--- config.mk ---
export PLATFORM = sky130hd
export DESIGN_NAME = sntp_time_line_parser
export DESIGN_NICKNAME = d
export VERILOG_FILES = /design/src/hdl/stlp_pkg.sv /design/src/hdl/stlp_fifo.sv /design/src/hdl/stlp_front.sv /design/src/hdl/stlp_back.sv /design/src/hdl/sntp_time_line_parser.sv
export SDC_FILE = /design/constraint.sdc
export NUM_CORES = 1
export LEC_CHECK = 0
export BUFFER_PORTS_ARGS = -buffer_cell sky130_fd_sc_hd__clkbuf_2
export CAP_MARGIN = 40
export CORE_ASPECT_RATIO = 2
export CORE_MARGIN = 4
export CORE_UTILIZATION = 45
export CTS_BUF_LIST = sky130_fd_sc_hd__clkbuf_2
export CTS_CLUSTER_DIAMETER = 120
export CTS_CLUSTER_SIZE = 10
export DETAILED_ROUTE_END_ITERATION = 8
export GPL_TIMING_DRIVEN = 0
export PLACE_DENSITY = 0.61
export SLEW_MARGIN = 20
export SYNTH_ARGS = -nofsm -noshare
export SYNTH_HDL_FRONTEND = slang
export SYNTH_SLANG_ARGS = --single-unit
--- constraint.sdc ---
create_clock -name clk -period 8.7 [get_ports clk]
set_clock_uncertainty 0.2 [all_clocks]
set_input_delay 0 -clock clk [delete_from_list [all_inputs] [get_ports clk]]
set_output_delay 0 -clock clk [all_outputs]
set_load 0.005 [all_outputs]
--- src/hdl/stlp_pkg.sv ---
// Package for the time-line parser: character classes, result word,
// parser phases and the weekday/month name lookups. No dependencies.
package stlp_pkg;

  localparam logic [7:0] CHR_PLUS  = 8'h2B;
  localparam logic [7:0] CHR_QUOTE = 8'h22;
  localparam logic [7:0] CHR_COMMA = 8'h2C;
  localparam logic [7:0] CHR_MINUS = 8'h2D;
  localparam logic [7:0] CHR_ZERO  = 8'h30;
  localparam logic [7:0] CHR_NINE  = 8'h39;

  localparam int         NUM_TF     = 4;
  localparam logic [2:0] YEAR_FIELD = 3'd4;

  localparam logic [23:0] DAY_NAMES [7] = '{"Mon", "Tue", "Wed", "Thu", "Fri", "Sat", "Sun"};
  localparam logic [23:0] MON_NAMES [12] = '{"Jan", "Feb", "Mar", "Apr", "May", "Jun",
                                             "Jul", "Aug", "Sep", "Oct", "Nov", "Dec"};

  typedef struct packed {
    logic [7:0] ch;
    logic       last;
    logic       is_plus;
    logic       is_quote;
    logic       is_comma;
    logic       is_minus;
    logic       is_digit;
  } cls_t;

  typedef struct packed {
    logic [2:0]  weekday;
    logic [3:0]  month_code;
    logic [7:0]  day_of_month;
    logic [7:0]  hour_value;
    logic [7:0]  minute_value;
    logic [7:0]  second_value;
    logic [15:0] year_value;
  } rslt_t;

  typedef enum logic [3:0] {
    PH_PREFIX,
    PH_SKIP,
    PH_DAY,
    PH_DAY_SEP,
    PH_MON,
    PH_MON_SEP,
    PH_Q1,
    PH_C1,
    PH_Q2,
    PH_SIGN,
    PH_DIGITS,
    PH_TRAIL,
    PH_SEP,
    PH_DONE
  } phase_t;

  function automatic logic [2:0] day_lookup(input logic [23:0] nm);
    logic [2:0] code;
    code = '0;
    for (int i = 0; i < 7; i++) begin
      if (nm == DAY_NAMES[i]) code = 3'(i + 1);
    end
    return code;
  endfunction

  function automatic logic [3:0] mon_lookup(input logic [23:0] nm);
    logic [3:0] code;
    code = '0;
    for (int i = 0; i < 12; i++) begin
      if (nm == MON_NAMES[i]) code = 4'(i + 1);
    end
    return code;
  endfunction

  function automatic logic [15:0] signed_val(input logic [15:0] acc, input logic neg);
    return neg ? 16'(16'd0 - acc) : acc;
  endfunction

endpackage

--- src/hdl/stlp_fifo.sv ---
// Small register queue with push/full and pop/empty handshakes.
// Generic width and depth; no package dependencies.
module stlp_fifo #(
  parameter int WIDTH = 8,
  parameter int DEPTH = 2
) (
  input  logic             clk,
  input  logic             rst_n,
  input  logic             push,
  input  logic [WIDTH-1:0] wr_data,
  output logic             full,
  input  logic             pop,
  output logic [WIDTH-1:0] rd_data,
  output logic             empty
);

  localparam int AW = (DEPTH > 1) ? $clog2(DEPTH) : 1;
  localparam int CW = $clog2(DEPTH + 1);

  logic [WIDTH-1:0] mem_r [DEPTH];
  logic [AW-1:0]    wp_r, rp_r, wp_nxt, rp_nxt;
  logic [CW-1:0]    cnt_r, cnt_nxt;
  logic             wr_en, rd_en;

  assign full    = (cnt_r == CW'(DEPTH));
  assign empty   = (cnt_r == '0);
  assign wr_en   = push && !full;
  assign rd_en   = pop && !empty;
  assign rd_data = mem_r[rp_r];

  assign wp_nxt = (wp_r == AW'(DEPTH - 1)) ? '0 : AW'(wp_r + AW'(1));
  assign rp_nxt = (rp_r == AW'(DEPTH - 1)) ? '0 : AW'(rp_r + AW'(1));

  always_comb begin
    case ({wr_en, rd_en})
      2'b10:   cnt_nxt = CW'(cnt_r + CW'(1));
      2'b01:   cnt_nxt = CW'(cnt_r - CW'(1));
      default: cnt_nxt = cnt_r;
    endcase
  end

  always_ff @(posedge clk) begin
    if (!rst_n) begin
      wp_r  <= '0;
      rp_r  <= '0;
      cnt_r <= '0;
    end else begin
      if (wr_en) wp_r <= wp_nxt;
      if (rd_en) rp_r <= rp_nxt;
      cnt_r <= cnt_nxt;
    end
  end

  always_ff @(posedge clk) begin
    if (wr_en) mem_r[wp_r] <= wr_data;
  end

endmodule

--- src/hdl/stlp_front.sv ---
// Front end: classifies each accepted character into a tagged word.
// Depends on stlp_pkg.
module stlp_front (
  input  logic          push,
  input  logic [7:0]    char_in,
  input  logic          line_end,
  output logic          wr,
  output stlp_pkg::cls_t word
);

  import stlp_pkg::*;

  assign wr = push;

  always_comb begin
    word.ch       = char_in;
    word.last     = line_end;
    word.is_plus  = (char_in == CHR_PLUS);
    word.is_quote = (char_in == CHR_QUOTE);
    word.is_comma = (char_in == CHR_COMMA);
    word.is_minus = (char_in == CHR_MINUS);
    word.is_digit = (char_in >= CHR_ZERO) && (char_in <= CHR_NINE);
  end

endmodule

--- src/hdl/stlp_back.sv ---
// Back end: parser state machine, name matching and field accumulation.
// Consumes one classified word per cycle while the result queue is not full; depends on stlp_pkg.
module stlp_back #(
  parameter int PREFIX_LEN = 13
) (
  input  logic           clk,
  input  logic           rst_n,
  input  stlp_pkg::cls_t word,
  input  logic           word_valid,
  output logic           word_pop,
  input  logic           res_full,
  output logic           res_push,
  output stlp_pkg::rslt_t res
);

  import stlp_pkg::*;

  localparam logic [3:0] CNT_SKIP = 4'(PREFIX_LEN - 1);

  phase_t      phase_r, phase_nxt, eff;
  logic [3:0]  cnt_r, cnt_nxt, name_cnt;
  logic [15:0] name_r, name_nxt;
  logic [2:0]  day_r, day_nxt;
  logic [3:0]  mon_r, mon_nxt;
  logic [15:0] acc_r, acc_nxt, acc10;
  logic        neg_r, neg_nxt;
  logic [2:0]  fidx_r, fidx_nxt;
  logic [7:0]  tf_r [NUM_TF];
  logic [7:0]  tf_nxt [NUM_TF];
  logic        commit_en;
  logic [15:0] commit_val;
  logic        take;

  assign take     = word_valid && !res_full;
  assign word_pop = take;
  assign res_push = take && word.last;
  assign name_cnt = (phase_r == PH_PREFIX) ? 4'd0 : cnt_r;
  assign acc10    = 16'({acc_r[12:0], 3'b000} + {acc_r[14:0], 1'b0} + {12'd0, word.ch[3:0]});

  function automatic logic consumes(input phase_t p, input cls_t w);
    logic c;
    unique case (p)
      PH_PREFIX: c = w.is_plus;
      PH_Q1:     c = w.is_quote;
      PH_C1:     c = w.is_comma;
      PH_Q2:     c = w.is_quote;
      PH_SIGN:   c = w.is_minus;
      PH_DIGITS: c = w.is_digit;
      PH_TRAIL:  c = w.is_comma;
      default:   c = 1'b1;
    endcase
    return c;
  endfunction

  function automatic phase_t fall(input phase_t p, input logic [2:0] fidx);
    phase_t n;
    unique case (p)
      PH_PREFIX: n = PH_DAY;
      PH_Q1:     n = PH_C1;
      PH_C1:     n = PH_Q2;
      PH_Q2:     n = PH_SIGN;
      PH_SIGN:   n = PH_DIGITS;
      PH_DIGITS: n = PH_TRAIL;
      PH_TRAIL:  n = (fidx >= YEAR_FIELD) ? PH_DONE : PH_SEP;
      default:   n = p;
    endcase
    return n;
  endfunction

  // find the phase that consumes this character
  always_comb begin : eff_decode
    phase_t p;
    logic   found;
    p     = phase_r;
    found = 1'b0;
    eff   = phase_r;
    for (int i = 0; i < 7; i++) begin
      if (!found) begin
        if (consumes(p, word)) begin
          found = 1'b1;
          eff   = p;
        end else begin
          p = fall(p, fidx_r);
        end
      end
    end
  end

  always_comb begin : next_state
    unique case (eff)
      PH_PREFIX:  phase_nxt = (PREFIX_LEN > 1) ? PH_SKIP : PH_DAY;
      PH_SKIP:    phase_nxt = (4'(cnt_r - 4'd1) == 4'd0) ? PH_DAY : PH_SKIP;
      PH_DAY:     phase_nxt = (name_cnt >= 4'd2) ? PH_DAY_SEP : PH_DAY;
      PH_DAY_SEP: phase_nxt = PH_MON;
      PH_MON:     phase_nxt = (cnt_r >= 4'd2) ? PH_MON_SEP : PH_MON;
      PH_MON_SEP: phase_nxt = PH_Q1;
      PH_Q1:      phase_nxt = PH_C1;
      PH_C1:      phase_nxt = PH_Q2;
      PH_Q2:      phase_nxt = PH_SIGN;
      PH_SIGN:    phase_nxt = PH_DIGITS;
      PH_DIGITS:  phase_nxt = PH_DIGITS;
      PH_TRAIL:   phase_nxt = (fidx_r >= YEAR_FIELD) ? PH_DONE : PH_SEP;
      PH_SEP:     phase_nxt = PH_Q1;
      default:    phase_nxt = PH_DONE;
    endcase
  end

  always_comb begin : datapath
    cnt_nxt    = cnt_r;
    name_nxt   = name_r;
    day_nxt    = day_r;
    mon_nxt    = mon_r;
    acc_nxt    = acc_r;
    neg_nxt    = neg_r;
    fidx_nxt   = fidx_r;
    tf_nxt     = tf_r;
    commit_en  = 1'b0;
    commit_val = '0;
    unique case (eff)
      PH_PREFIX: cnt_nxt = (PREFIX_LEN > 1) ? CNT_SKIP : 4'd0;
      PH_SKIP:   cnt_nxt = 4'(cnt_r - 4'd1);
      PH_DAY: begin
        if (name_cnt == 4'd0) begin
          name_nxt = {word.ch, 8'h00};
          cnt_nxt  = 4'd1;
          day_nxt  = '0;
        end else if (name_cnt == 4'd1) begin
          name_nxt = name_r | {8'h00, word.ch};
          cnt_nxt  = 4'd2;
          day_nxt  = '0;
        end else begin
          cnt_nxt = 4'd3;
          day_nxt = day_lookup({name_r, word.ch});
        end
      end
      PH_DAY_SEP: cnt_nxt = 4'd0;
      PH_MON: begin
        if (cnt_r == 4'd0) begin
          name_nxt = {word.ch, 8'h00};
          cnt_nxt  = 4'd1;
          mon_nxt  = '0;
        end else if (cnt_r == 4'd1) begin
          name_nxt = name_r | {8'h00, word.ch};
          cnt_nxt  = 4'd2;
          mon_nxt  = '0;
        end else begin
          cnt_nxt = 4'd3;
          mon_nxt = mon_lookup({name_r, word.ch});
        end
      end
      PH_MON_SEP: begin
        fidx_nxt = '0;
        acc_nxt  = '0;
        neg_nxt  = 1'b0;
      end
      PH_SIGN: begin
        neg_nxt    = 1'b1;
        commit_en  = 1'b1;
        commit_val = signed_val(acc_r, 1'b1);
      end
      PH_DIGITS: begin
        acc_nxt    = acc10;
        commit_en  = 1'b1;
        commit_val = signed_val(acc10, neg_r);
      end
      PH_SEP: begin
        fidx_nxt = 3'(fidx_r + 3'd1);
        acc_nxt  = '0;
        neg_nxt  = 1'b0;
      end
      default: ;
    endcase
    if (commit_en && (fidx_r < YEAR_FIELD)) tf_nxt[fidx_r[1:0]] = commit_val[7:0];
  end

  always_comb begin : result
    res.weekday      = day_nxt;
    res.month_code   = mon_nxt;
    res.day_of_month = tf_nxt[0];
    res.hour_value   = tf_nxt[1];
    res.minute_value = tf_nxt[2];
    res.second_value = tf_nxt[3];
    res.year_value   = (fidx_nxt == YEAR_FIELD) ? signed_val(acc_nxt, neg_nxt) : '0;
  end

  always_ff @(posedge clk) begin
    if (!rst_n || (take && word.last)) begin
      phase_r <= PH_PREFIX;
      cnt_r   <= '0;
      name_r  <= '0;
      day_r   <= '0;
      mon_r   <= '0;
      acc_r   <= '0;
      neg_r   <= 1'b0;
      fidx_r  <= '0;
      for (int i = 0; i < NUM_TF; i++) tf_r[i] <= '0;
    end else if (take) begin
      phase_r <= phase_nxt;
      cnt_r   <= cnt_nxt;
      name_r  <= name_nxt;
      day_r   <= day_nxt;
      mon_r   <= mon_nxt;
      acc_r   <= acc_nxt;
      neg_r   <= neg_nxt;
      fidx_r  <= fidx_nxt;
      tf_r    <= tf_nxt;
    end
  end

  a_fidx_range: assert property (@(posedge clk) disable iff (!rst_n)
    fidx_r <= YEAR_FIELD)
    else $error("field index past year");

  a_line_restart: assert property (@(posedge clk) disable iff (!rst_n)
    take && word.last |=> phase_r == PH_PREFIX && fidx_r == 3'd0 && acc_r == 16'd0)
    else $error("parser not restarted after line end");

  a_skip_count: assert property (@(posedge clk) disable iff (!rst_n)
    phase_r == PH_SKIP |-> cnt_r != 4'd0)
    else $error("prefix skip with zero count");

  a_name_count: assert property (@(posedge clk) disable iff (!rst_n)
    (phase_r == PH_DAY || phase_r == PH_MON) |-> cnt_r <= 4'd2)
    else $error("name count overrun");

  a_stall_hold: assert property (@(posedge clk) disable iff (!rst_n)
    word_valid && res_full |=> $stable(phase_r) && $stable(acc_r))
    else $error("state moved while output queue full");

endmodule

--- src/hdl/sntp_time_line_parser.sv ---
// Time-line parser: one character per cycle in while the input queue is not full, one result word per line out.
// A line-end character passes through the input queue and the back end; its result is registered in the output queue.
// Throughput: 1 character per cycle while neither queue is full, set by the parser step in the back end.
// Two-entry queues sit between front and back end and before the result ports.
// Reset (rst_n low, synchronous) empties both queues and returns the parser to prefix check.
// Depends on stlp_pkg, stlp_front, stlp_fifo and stlp_back.
module sntp_time_line_parser #(
  parameter int PREFIX_LEN = 13
) (
  input  logic        clk,
  input  logic        rst_n,
  input  logic        push,
  output logic        full,
  input  logic [7:0]  in_char_in,
  input  logic        in_line_end,
  output logic        empty,
  input  logic        pop,
  output logic [2:0]  out_weekday,
  output logic [3:0]  out_month_code,
  output logic [7:0]  out_day_of_month,
  output logic [7:0]  out_hour_value,
  output logic [7:0]  out_minute_value,
  output logic [7:0]  out_second_value,
  output logic [15:0] out_year_value
);

  import stlp_pkg::*;

  cls_t  fr_word, bk_word;
  rslt_t bk_res, out_word;
  logic  fr_wr, a_empty, bk_pop, b_full, bk_push;

  stlp_front u_front (
    .push     (push),
    .char_in  (in_char_in),
    .line_end (in_line_end),
    .wr       (fr_wr),
    .word     (fr_word)
  );

  stlp_fifo #(
    .WIDTH ($bits(cls_t)),
    .DEPTH (2)
  ) u_in_q (
    .clk     (clk),
    .rst_n   (rst_n),
    .push    (fr_wr),
    .wr_data (fr_word),
    .full    (full),
    .pop     (bk_pop),
    .rd_data (bk_word),
    .empty   (a_empty)
  );

  stlp_back #(
    .PREFIX_LEN (PREFIX_LEN)
  ) u_back (
    .clk        (clk),
    .rst_n      (rst_n),
    .word       (bk_word),
    .word_valid (!a_empty),
    .word_pop   (bk_pop),
    .res_full   (b_full),
    .res_push   (bk_push),
    .res        (bk_res)
  );

  stlp_fifo #(
    .WIDTH ($bits(rslt_t)),
    .DEPTH (2)
  ) u_out_q (
    .clk     (clk),
    .rst_n   (rst_n),
    .push    (bk_push),
    .wr_data (bk_res),
    .full    (b_full),
    .pop     (pop),
    .rd_data (out_word),
    .empty   (empty)
  );

  assign out_weekday      = out_word.weekday;
  assign out_month_code   = out_word.month_code;
  assign out_day_of_month = out_word.day_of_month;
  assign out_hour_value   = out_word.hour_value;
  assign out_minute_value = out_word.minute_value;
  assign out_second_value = out_word.second_value;
  assign out_year_value   = out_word.year_value;

endmodule
==> impl_metrics.csv <==
group,metric,value,unit
outcome,outcome,"finished, final reports clean",
timing,tightest_slew,0.824,ns
placed_design,gp_congestion,0.965,
setup_path,cp_num_buf_inv,3,
min_path,hp-start,"push",
min_path,hold_depth,3,
detailed_routing,wirelength,36.4,mm
global_routing,antenna_found_initial,1,
global_routing,grt.total_usage,22.9,%
min_path,min_to,"u_in_q.mem_r[1][0]",
yosys,synthDistinctLibCells,90,
clocking,clk_pin_slew_worst_paths,0.27,ns
job,cap_violations,0,
global_routing,grt_start_max_net_pins,30,
timing,max_freq,128,MHz
detailed_routing,antenna_left,0,
clocking,clk_path_buf_depth,3,
timing,setup_violations,0,
die,die_area,31100,sq um
placed_design,dp_hpwl,27.4,mm
yosys,synth_nets,1307,
setup_path,worstPathArrival,8.26,ns
setup_path,startpoint_type,"register",
placed_design,placed_cells,1679,
die,floorplan.die.height,246,um
pwr,p_per_area,397,nW/um^2
finish,nNetsFinal,1435,
clocking,insertion_delay,0.94,ns
pwr,p_leak,5.12,nW
yosys,synth_cells,1253,
setup_path,crit_top_cell,"nor3_1",
setup_path,r2r_end,"u_out_q.mem_r[0][14]",
die,core,27700,sq um
clocking,cts_setup_buffers,0,
setup_path,cp_top_family,"compound AO/OA/AOI/OAI gates",
global_routing,grt_pass1_wl,56.5,mm
die,dieWidth,127,um
detailed_routing,vias,10376,
yosys,synth.yosys.seq_area_share,47.3,%
finish,drive_gt1_share,19.0,%
clocking,cts_tree,"built",
timing,rsz0062_at_grt,"no",
yosys,yosys_warnings,0,
yosys,async_flop_share,0,%
setup_path,crit_slowest_cell,"o41ai_2",
placed_design,port_buffers,69,
timing,relSlewSlack,45.0,%
clocking,h-tree-depth,1,
finish,syn2layout_area_growth,11.0,%
setup_path,critical_path.max_stage_delay,0.61,ns
yosys,synth_edf_count,138,
detailed_routing,drtIter0Drc,626,
pwr,ir_drop,0.000173,V
yosys,syn_avg_cell_area,10.1,sq um
die,io_pins,70,
die,rows,86,
detailed_routing,avgViaCountPerCell,5.91,
finish,fin_cells,1755,
setup_path,path_cells,"inv_1 -> a221oi_1 -> o21ai_1 -> a211o_1 -> and2_1 -> a311oi_1 -> nor3_1 -> o32a_1 -> a221o_1 -> or2_1 -> o41ai_2 -> nor3_1 -> a211oi_2 -> a21o_1 -> buf_2 -> buf_2 -> nor3_1 -> a21oi_1 -> ha_1 -> a21boi_0 -> o211ai_1 -> o31ai_1 -> xnor2_1 -> nor2_1",
yosys,ys_ff_latch,231,
timing,finalCritPeriodShare,90.0,%
timing,period_needed,7.83,ns
setup_path,rrSetupSlack,0.87,ns
clocking,cts_made_buffers,27,
setup_path,r2r_cells,24,
detailed_routing,drtPass1Iterations,7,
timing,finalHoldViolations,0,
setup_path,crit_path_max_fanout,10,
timing,whs,0.170,ns
detailed_routing,drc_errors,0,
min_path,worstHoldPathType,"input pin to register",
yosys,synth_area,12700,sq um
clocking,cts_sinks,231,
setup_path,cp-end-kind,"register",
global_routing,overflow,0,
pwr,finalPower,5.59,mW
setup_path,cp.required,9.14,ns
die,start_util,45.9,%
timing,slew_violations,0,
clocking,root_buffer,"clkbuf_2",
setup_path,critPathKind,"register to register",
detailed_routing,wl_per_cell,20.7,um
setup_path,r2r_start,"u_back.phase_r[0]",
yosys,yosys_most_used_dff,"edfxtp_1",
global_routing,grt_pass1_vias,10548,
timing,setup-tns-final,0,ns
==> state kept, by name, summed over array words and instances, names as in the netlist, 3 cells and up, named ones only <==
signal	flops
u_back.day_r	3
u_out_q.mem_r	110
u_back.tf_r	32
u_back.acc_r	16
u_back.phase_r	4
u_back.mon_r	4
u_back.fidx_r	3
u_back.cnt_r	4
u_in_q.mem_r	28
u_back.name_r	16
==> per-layer routing <==
layer / share of wire (%) / track usage [%]
met1: 34 / 22.1
met2: 55 / 44.7
met3: 4.5 / 2.87
met4: 6.8 / 14.3
met5: 0 / 0
==> cells in the mapped netlist, types with 26 or more instances <==
master    number  area share, %
a21oi_1       94            3.7
ha_1          39            3.8
nand2_1      134            4.0
o21ai_0       32            1.3
dfxtp_1       93             15
a211oi_1      26            1.5
clkbuf_1      40            1.2
nor3_1        43            1.7
edfxtp_1     138             33
mux2_2        92            8.2
xnor2_1       34            2.3
nor2_1       134            4.0
inv_1         34            1.0
==> placed cells by master, fill, tap and decap left out, types with 6 or more instances in the layout <==
cell	Yosys	routed
o22ai_1	18	18
and3_1	9	8
ha_1	39	39
a211oi_1	26	26
o21bai_1	10	10
xor2_1	15	15
dlygate4sd3_1	0	25
o21ai_1	8	8
inv_1	34	34
mux2_1	7	7
a21oi_1	94	94
a21boi_0	7	7
a31oi_1	14	14
nand2_1	134	134
nor3_1	43	43
mux2i_1	11	11
clkbuf_1	40	40
o211ai_1	6	6
dfxtp_1	93	93
clkbuf_2	0	117
buf_2	9	9
nor2b_1	8	8
mux2_2	92	92
a21o_1	9	9
nor3b_1	9	9
or3_1	8	8
o21ai_0	32	32
o21a_1	6	6
nand3_1	20	20
xnor2_1	34	34
nand4_1	6	6
nor2_1	134	132
and2_1	10	10
edfxtp_1	138	138
nand2b_1	9	9
nor4_1	6	6
==> area by class of cell <==
| type | instances | area, sq um |
|---|---|---|
| antenna | 1 | 2.50 |
| buffer | 56 | 251 |
| clock buffer | 48 | 240 |
| clock inverter | 2 | 16.3 |
| fill | 2588 | 13600 |
| inverter | 34 | 128 |
| multi-input combinational | 932 | 6320 |
| sequential | 231 | 6010 |
| tap | 352 | 440 |
| timing repair buffer | 99 | 682 |
==> worst max-delay path by stage <==
stage	start	endpoint	slack, ns	cells after the start
final	u_back.phase_r[0]	u_out_q.mem_r[0][14]	0.87	24
after global routing	u_back.phase_r[0]	u_out_q.mem_r[0][14]	0.43	24
after CTS	u_back.phase_r[0]	u_out_q.mem_r[0][14]	0.98	24
after detailed placement	register	u_out_q.mem_r[1][14]	1.12	26
after global placement	register	u_out_q.mem_r[0][14]	1.09	26
after floorplan	register	u_out_q.mem_r[0][14]	2.42	25
==> tightest hold or removal path, stage by stage <==
cell	delay [ns]
dlygate4sd3_1	0.54
clkbuf_2	0.11
and3_1	0.39
==> per-stage QoR <==
stage,cell area [sq um],utilization (%),setup slack [ns]
2_1_floorplan,12700,-,2.42
3_3_place_gp,13500,48.7,1.09
3_5_place_dp,13600,49.1,1.12
4_1_cts,14100,50.9,0.976
5_1_grt,14100,50.9,0.432
6_report,14100,50.9,0.874
==> where the power goes <==
part	switching (mW)	leakage (nW)	internal, mW	total (mW)
Combinational	2.31	2.82	1.26	3.58
Clock	0.376	0.204	0.143	0.519
Sequential	0.118	2.09	1.38	1.50
Total	2.81	5.12	2.79	5.59
==> logic make-up after synthesis <==
family	synth area share [%]
DFF	47.3
xor gates and xnor gates	3.38
and+or+nand+nor	16.0
adders and majority gates	4.16
AOI/OAI and AO/OA	16.0
buffers and inverters	2.99
muxes	10.1
==> repair_timing <==
item / in CTS / in global routing
gates resized for setup: 0 / 0
endpoints found under the hold margin: 130 / 0
hold buffers: 25 / 0
endpoints found under the setup margin: 0 / 0
Note: power is estimated with default switching activity, not from simulation.
